===== src/hdl/sps_pkg.sv =====
`timescale 1ns / 1ps

package sps_pkg;

  localparam int ALPHABET_DEF = 64;
  localparam int CODE_W       = 6;
  localparam int VALUE_W      = 16;
  localparam int SUM_W        = 32;

  localparam logic CMD_LOAD = 1'b0;
  localparam logic CMD_PAIR = 1'b1;

  typedef struct packed {
    logic valid;
    logic last;
    logic ok;
  } lookup_t;

endpackage


===== src/hdl/sps_accum.sv =====
`timescale 1ns / 1ps

module sps_accum (
  input  logic                               clk,
  input  logic                               rst_n,
  input  sps_pkg::lookup_t                   lk,
  input  logic signed [sps_pkg::VALUE_W-1:0] penalty,
  output logic                               advance,
  output logic                               out_tvalid,
  input  logic                               out_tready,
  output logic [sps_pkg::SUM_W-1:0]          out_tdata
);
  import sps_pkg::*;

  logic signed [SUM_W-1:0] sum_r, sum_nxt;
  logic signed [SUM_W-1:0] dist_r;
  logic                    out_valid_r, out_valid_nxt;
  logic signed [SUM_W:0]   wide;
  logic signed [SUM_W-1:0] sat;
  logic signed [VALUE_W-1:0] add;
  logic                    slot_free;
  logic                    take;

  assign slot_free = !out_valid_r || out_tready;
  assign advance   = !(lk.valid && lk.last && !slot_free);
  assign take      = lk.valid && advance;

  always_comb begin
    add  = lk.ok ? penalty : '0;
    wide = {sum_r[SUM_W-1], sum_r} + (SUM_W+1)'(add);
    if (wide[SUM_W] != wide[SUM_W-1]) begin
      sat = wide[SUM_W] ? {1'b1, {(SUM_W-1){1'b0}}} : {1'b0, {(SUM_W-1){1'b1}}};
    end else begin
      sat = wide[SUM_W-1:0];
    end
  end

  always_comb begin
    sum_nxt       = sum_r;
    out_valid_nxt = out_valid_r && !out_tready;
    if (take) begin
      sum_nxt = lk.last ? '0 : sat;
      if (lk.last) begin
        out_valid_nxt = 1'b1;
      end
    end
  end

  always_ff @(posedge clk) begin
    if (!rst_n) begin
      sum_r       <= '0;
      out_valid_r <= 1'b0;
    end else begin
      sum_r       <= sum_nxt;
      out_valid_r <= out_valid_nxt;
    end
  end

  always_ff @(posedge clk) begin
    if (take && lk.last) begin
      dist_r <= sat;
    end
  end

  assign out_tvalid = out_valid_r;
  assign out_tdata  = dist_r;

endmodule


===== config.mk =====
export PLATFORM = sky130hd
export DESIGN_NAME = sps_accum
export DESIGN_NICKNAME = d
export VERILOG_FILES = /design/src/hdl/sps_pkg.sv /design/src/hdl/sps_accum.sv
export SDC_FILE = /design/constraint.sdc
export NUM_CORES = 1
export LEC_CHECK = 0
export BUFFER_PORTS_ARGS = -buffer_cell sky130_fd_sc_hd__buf_2
export CELL_PAD_IN_SITES_DETAIL_PLACEMENT = 1
export CELL_PAD_IN_SITES_GLOBAL_PLACEMENT = 1
export CORE_MARGIN = 2
export CORE_UTILIZATION = 35
export CTS_CLUSTER_SIZE = 24
export DETAILED_ROUTE_END_ITERATION = 6
export HOLD_SLACK_MARGIN = 0.1
export PLACE_DENSITY_LB_ADDON = 0.1
export SLEW_MARGIN = 20
export SYNTH_ARGS = -nofsm -noshare
export SYNTH_HDL_FRONTEND = slang
export SYNTH_SLANG_ARGS = --single-unit
export TNS_END_PERCENT = 50

===== constraint.sdc =====
create_clock -name clk -period 9.9 [get_ports clk]
set_input_delay 0.495 -clock clk [delete_from_list [all_inputs] [get_ports clk]]
set_output_delay 0.495 -clock clk [all_outputs]
set_load 0.02 [all_outputs]

# Word level (Yosys, flattened, before mapping)
# Cells that the tools add are included.
# Widths: inputs -> output; s select.
[totals]
ff_bits = 65
inputBits = 22
[op_classes]
addsub = 1
eq_ne = 1
mux = 6
n_reduce_logical = 10
[ops]
columns = ["operator", "n"]
rows = [
  ["$mux 32", 3],
  ["$add 32x16->33", 1],
  ["$mux 16", 1],
  ["$logic_and 1x1->1", 5],
  ["$logic_not 1->1", 4],
  ["$mux 1", 2],
  ["$logic_or 1x1->1", 1],
  ["$ne 1x1->1", 1],
]

# Depth between registers and ports, before layout
[logic_depth]
ltp_word = 7
ltp_mapped = 15

# Worst setup path before layout
# OpenSTA, ideal clock, no wires.
[synth_timing]
path_type = "input to register"
start = "input port lk[0] (netlist bit)"
end = "register dist_r[24] (netlist: out_tdata[24]) (data pin)"
setup_time_ns = 0.265
t_arrival_ns = 3.299
slack_ns = 6.336
cell_stages = 13
n_path_buf = 3
path_cell_list = "clkbuf_1 > clkbuf_1 > and2_1 > ha_1 > clkbuf_1 > a21oi_1 > nor2_1 > a2111oi_0 > a21oi_1 > o21ai_0 > mux2i_1 > xnor2_1 > maj3_1"
[synth_between]
elab_chain_len = 4
[synth_lines]
columns = ["item", "line", "text"]
rows = [
  ["start: declaration", "sps_accum.sv:6", "input sps_pkg::lookup_t lk,"],
  ["$mux 16 *", "sps_accum.sv:29", "add = lk.ok ? penalty : '0;"],
  ["$add 32x16->33 *", "sps_accum.sv:30", "wide = {sum_r[SUM_W-1], sum_r} + (SUM_W+1)'(add);"],
  ["$mux 32 or $ne 1x1->1 (tied branches)", "sps_accum.sv:32, sps_accum.sv:31", ""],
  ["$mux 32 *", "sps_accum.sv:31", "if (wide[SUM_W] != wide[SUM_W-1]) begin"],
  ["net sat[24]", "sps_accum.sv:19", "logic signed [SUM_W-1:0] sat;"],
  ["end signal: assignment", "sps_accum.sv:61", "dist_r <= sat;"],
  ["end: declaration", "sps_accum.sv:16", "logic signed [SUM_W-1:0] dist_r;"],
]
# The timed path passes the listed nets; every way through them passes the cells marked *.
# A chain may end at the register's enable or synchronous reset.

# Worst setup path in the final report
[layout_timing]
start = "input port lk[0] (netlist bit)"
end = "register sum_r[30]"
[layout_between]
elab_chain_len = 5
[layout_lines]
columns = ["item", "line", "text"]
rows = [
  ["$mux 16 *", "sps_accum.sv:29", ""],
  ["$add 32x16->33 *", "sps_accum.sv:30", ""],
  ["$mux 32 or $ne 1x1->1 (tied branches)", "sps_accum.sv:32, sps_accum.sv:31", ""],
  ["$mux 32 *", "sps_accum.sv:31", ""],
  ["$mux 32 *", "sps_accum.sv:42", "sum_nxt = lk.last ? '0 : sat;"],
  ["end signal: assignment", "sps_accum.sv:54", "sum_r <= sum_nxt;"],
  ["end: declaration", "sps_accum.sv:15", "logic signed [SUM_W-1:0] sum_r, sum_nxt;"],
]
# Every way passes the cells marked *; elsewhere a longest branch is shown, timed or not.

==> flow_summary.html <==
<table>
<tr><th>Metric</th><th>Value</th></tr>
<tr><th colspan="2">Timing</th></tr>
<tr><td>Worst relative slew slack</td><td>33.7%</td></tr>
<tr><td>Setup violation total in the final timing report</td><td>0</td></tr>
<tr><td>Fraction of the cycle the final worst path needs</td><td>roughly 40%</td></tr>
<tr><td>Final hold violations</td><td>0</td></tr>
<tr><td>Final setup slack of the worst path</td><td>between 5000 and 6000 ps</td></tr>
<tr><td>Fmax</td><td>0.253 GHz</td></tr>
<tr><td>Unrepaired setup endpoints after global routing</td><td>false</td></tr>
<tr><td>Total negative slack for setup checks</td><td>0 ps</td></tr>
<tr><td>Transition time of the tightest slew-check pin</td><td>between 900 and 1000 ps</td></tr>
<tr><td>Final slew viol count</td><td>0</td></tr>
<tr><td>Final setup skew</td><td>6.52 ps</td></tr>
<tr><td>Min Tclk post-route</td><td>3950 ps</td></tr>
<tr><th colspan="2">Run</th></tr>
<tr><td>Max Cap Viol</td><td>0</td></tr>
<tr><th colspan="2">Layout</th></tr>
<tr><td>Area growth from synthesis to layout</td><td>14.2%</td></tr>
<tr><td>Fill cell instance count of the final layout</td><td>1435</td></tr>
<tr><td>ANT cells</td><td>0</td></tr>
<tr><td>Number of nets at the end of the flow</td><td>563</td></tr>
<tr><td>Fraction of final layout cells with drive strength greater than 1</td><td>16.6%</td></tr>
<tr><td>Final core area utilization</td><td>between 40% and 50%</td></tr>
<tr><th colspan="2">Logic synthesis</th></tr>
<tr><td>Primary FF master, synth</td><td>sky130_fd_sc_hd__dfxtp_1</td></tr>
<tr><td>Most numerous cell types in the synthesized netlist</td><td>sky130_fd_sc_hd__a21oi_1 (46), sky130_fd_sc_hd__nor2_1 (41), sky130_fd_sc_hd__nand2_1 (38), sky130_fd_sc_hd__dfxtp_1 (33), sky130_fd_sc_hd__edfxtp_1 (32)</td></tr>
<tr><td>Count of different cell masters after synthesis</td><td>68</td></tr>
<tr><td>Synth Instances</td><td>493</td></tr>
<tr><td>Share of synthesized registers carrying an async set or reset</td><td>0%</td></tr>
<tr><td>Netlist area before placement</td><td>between 4000 and 5000 um2</td></tr>
<tr><td>#FFs+latches synth</td><td>65</td></tr>
<tr><td>Proportion of synthesized chip area in sequential cells</td><td>between 30 and 40%</td></tr>
<tr><td>Post-synth EDFFs</td><td>32</td></tr>
<tr><td>Number of warnings issued by yosys</td><td>0</td></tr>
<tr><td>Cell taking the most area after synthesis</td><td>sky130_fd_sc_hd__edfxtp_1</td></tr>
<tr><td>Post-synth net total</td><td>532</td></tr>
<tr><td>Yosys top cell area share</td><td>22.2%</td></tr>
<tr><td>Area contributors post-synth</td><td>sky130_fd_sc_hd__edfxtp_1 (22%), sky130_fd_sc_hd__dfxtp_1 (15%), sky130_fd_sc_hd__a21oi_1 (5.3%)</td></tr>
<tr><td>Syn Area/Cell</td><td>around 8.8 um2</td></tr>
<tr><td>Dominant cell by count in the synthesized netlist</td><td>sky130_fd_sc_hd__a21oi_1</td></tr>
<tr><th colspan="2">Critical path</th></tr>
<tr><td>Slowest stage cell on the critical path</td><td>sky130_fd_sc_hd__nor2_4</td></tr>
<tr><td>Kind of end point of the critical path</td><td>flop</td></tr>
<tr><td>Maximum fanout along the worst path</td><td>31</td></tr>
<tr><td>Peak per-stage delay on the critical path</td><td>between 600 and 700 ps</td></tr>
<tr><td>Element type at the critical path start</td><td>input port</td></tr>
<tr><td>Critical path start-end classification</td><td>in -&gt; reg</td></tr>
<tr><td>Kind of cell with the highest combined delay on the critical path</td><td>buffers and inverters</td></tr>
<tr><td>Cell-by-cell listing of the critical path</td><td>buf_2 &gt; nand2_1 &gt; buf_4 &gt; inv_1 &gt; ha_1 &gt; inv_1 &gt; a211oi_1 &gt; a21oi_1 &gt; o21ai_4 &gt; nor2_4 &gt; o311ai_1 &gt; a311o_1</td></tr>
<tr><td>Number of buffer and inverter instances along the worst setup path</td><td>4</td></tr>
<tr><td>CP arrival</td><td>4170 ps</td></tr>
<tr><td>CP required</td><td>10130 ps</td></tr>
<tr><td>Cell seen most often among critical-path stages</td><td>sky130_fd_sc_hd__inv_1</td></tr>
<tr><th colspan="2">Route</th></tr>
<tr><td>Routed len/inst</td><td>18.7 um</td></tr>
<tr><td>DRC Markers</td><td>0</td></tr>
<tr><td>Number of vias per cell</td><td>~5.6</td></tr>
<tr><td>Total wire length</td><td>13.0 mm</td></tr>
<tr><td>Initial DRT Pass Iterations</td><td>7</td></tr>
<tr><td>Total number of vias</td><td>3876</td></tr>
<tr><td>Iter 0 DRT Violations</td><td>304</td></tr>
<tr><td>Residual antenna-violating net count after detailed routing</td><td>0</td></tr>
<tr><th colspan="2">Clock network</th></tr>
<tr><td>Number of cells upsized or downsized after cts</td><td>0</td></tr>
<tr><td>Cts-stage hold buffer count</td><td>0</td></tr>
<tr><td>CTS Root Buffer Type</td><td>sky130_fd_sc_hd__clkbuf_16</td></tr>
<tr><td>Setup bufs post-CTS</td><td>0</td></tr>
<tr><td>Clk slew on worst S/H paths</td><td>50 ps</td></tr>
<tr><td>CTS tree</td><td>built</td></tr>
<tr><td>Buffer levels on the longest clock path</td><td>2</td></tr>
<tr><td>Total clock buffers created by CTS</td><td>9</td></tr>
<tr><td>Total number of H-tree levels</td><td>3</td></tr>
<tr><td>Number of clock sinks</td><td>65</td></tr>
<tr><td>Clock latency on the worst-skew pair</td><td>340 ps</td></tr>
<tr><th colspan="2">Floorplanning</th></tr>
<tr><td>Initial cell density of the core</td><td>around 36%</td></tr>
<tr><td>I/O pin total</td><td>56</td></tr>
<tr><td>Core box area</td><td>12100 um2</td></tr>
<tr><td>Total Die Area</td><td>13300 um2</td></tr>
<tr><td>Row Count</td><td>40</td></tr>
<tr><td>Die extent in y</td><td>around 120 um</td></tr>
<tr><td>Die extent in x</td><td>115 um</td></tr>
<tr><th colspan="2">Global routing</th></tr>
<tr><td>Number of antenna violations at the first check in global routing</td><td>0</td></tr>
<tr><td>Via count of the first global-routing pass</td><td>3908</td></tr>
<tr><td>Pin count of the biggest net entering global routing</td><td>33</td></tr>
<tr><td>Total global-route track usage</td><td>20.9%</td></tr>
<tr><td>Aggregate global routing overflow</td><td>0</td></tr>
<tr><td>Global-route wire length before repair</td><td>roughly 21 mm</td></tr>
<tr><th colspan="2">Worst hold path</th></tr>
<tr><td>Tightest Hold Check Type</td><td>in -&gt; reg</td></tr>
<tr><th colspan="2">Power and ir drop</th></tr>
<tr><td>Power per standard cell area</td><td>169 nW/um2</td></tr>
<tr><td>VDD IR-drop max</td><td>0.0690 mV</td></tr>
<tr><td>Static Leakage</td><td>1.93 nW</td></tr>
<tr><td>Overall power</td><td>0.835 mW</td></tr>
<tr><th colspan="2">Placement</th></tr>
<tr><td>Gp weighted congestion</td><td>0.847</td></tr>
<tr><td>Post-Place Setup Slack</td><td>5580 ps</td></tr>
<tr><td>Half-perimeter wire length after placement</td><td>9.19 mm</td></tr>
<tr><td>Count of input and output buffers</td><td>55</td></tr>
<tr><th colspan="2">Status</th></tr>
<tr><td>Result of the run</td><td>completed</td></tr>
</table>
## layer usage
layer	up-vias	routed length, um	global-route usage (%)
met3	16	503	2.90
li1	1871	-	-
met2	91	5590	31.0
met1	1898	6740	30.6
met4	0	208	8.03
met5	-	0	0
## through the flow
| step | std cells | hold slack, ps | instance area, um2 |
|---|---|---|---|
| floorplan | 493 | 432 | 4330 |
| global placement | 681 | 443 | 4670 |
| detailed placement | 681 | 462 | 4670 |
| finish | 697 | 445 | 4940 |
| CTS | 697 | 439 | 4940 |
| global route | 697 | 455 | 4940 |
## path summary, 6_finish.rpt
| path | to | slack, ps | from | cells past startpoint |
|---|---|---|---|---|
| min reg2reg | sum_r[9]$_SDFFE_PN0P_ | 470 | sum_r[9]$_SDFFE_PN0P_ | 2 |
| min | sum_r[26]$_SDFFE_PN0P_ | 440 | rst_n | 2 |
| max | sum_r[30]$_SDFFE_PN0P_ | 5950 | lk[0] | 12 |
| max reg2reg | sum_r[30]$_SDFFE_PN0P_ | 6280 | sum_r[4]$_SDFFE_PN0P_ | 10 |
## state kept, by name (all words and copies together) (netlist names)
name,cells
out_tvalid,1
out_tdata,32
sum_r,32
## cell families after synthesis
group,after synthesis,synth area share [%]
buffers and inverters,48,4.71
AND/OR/NAND/NOR,167,20.0
AO/OA/AOI/OAI,156,24.4
adder cells (fa/ha/maj),21,6.01
XOR/XNOR,31,6.27
flip-flops,65,37.5
multiplexers,5,1.16
## cell usage in the layout, fill, tap and decap left out, types with 4 or more instances in the layout
cell type / synthesis / layout
sky130_fd_sc_hd__nand3_1: 13 / 13
sky130_fd_sc_hd__dfxtp_1: 33 / 33
sky130_fd_sc_hd__and2_1: 20 / 20
sky130_fd_sc_hd__maj3_1: 4 / 4
sky130_fd_sc_hd__nor3b_1: 4 / 4
sky130_fd_sc_hd__o21ai_0: 21 / 21
sky130_fd_sc_hd__edfxtp_1: 32 / 32
sky130_fd_sc_hd__o21ai_1: 7 / 7
sky130_fd_sc_hd__o211ai_1: 6 / 6
sky130_fd_sc_hd__clkbuf_16: 0 / 9
sky130_fd_sc_hd__inv_1: 11 / 11
sky130_fd_sc_hd__nand2_1: 38 / 38
sky130_fd_sc_hd__buf_2: 7 / 55
sky130_fd_sc_hd__mux2i_1: 5 / 5
sky130_fd_sc_hd__o22ai_1: 7 / 7
sky130_fd_sc_hd__ha_1: 16 / 16
sky130_fd_sc_hd__a22o_1: 17 / 17
sky130_fd_sc_hd__a21o_1: 13 / 13
sky130_fd_sc_hd__nor2_1: 41 / 40
sky130_fd_sc_hd__nor3_1: 13 / 13
sky130_fd_sc_hd__a31oi_1: 7 / 7
sky130_fd_sc_hd__a21oi_1: 46 / 46
sky130_fd_sc_hd__or4_1: 4 / 4
sky130_fd_sc_hd__nand4_1: 4 / 4
sky130_fd_sc_hd__and3_1: 5 / 5
sky130_fd_sc_hd__nand3b_1: 5 / 5
sky130_fd_sc_hd__xnor2_1: 23 / 23
sky130_fd_sc_hd__xor2_1: 8 / 8
## layout make-up
cell class,count,area [um2],area share [%]
Clock buffer,13,250,5.06
Clock inverter,3,17.5,0.354
Inverter,11,41.3,0.835
Multi-Input combinational cell,380,2510,50.8
Sequential cell,65,1620,32.8
Tap cell,168,210,4.25
Timing Repair Buffer,57,290,5.87
## where the power goes
part	switching, mW	total [mW]	internal (mW)
logic	0.132	0.206	0.0742
registers	0.0198	0.334	0.314
clock network	0.120	0.295	0.176
total	0.271	0.835	0.564
(Power assumes the default switching activity.)
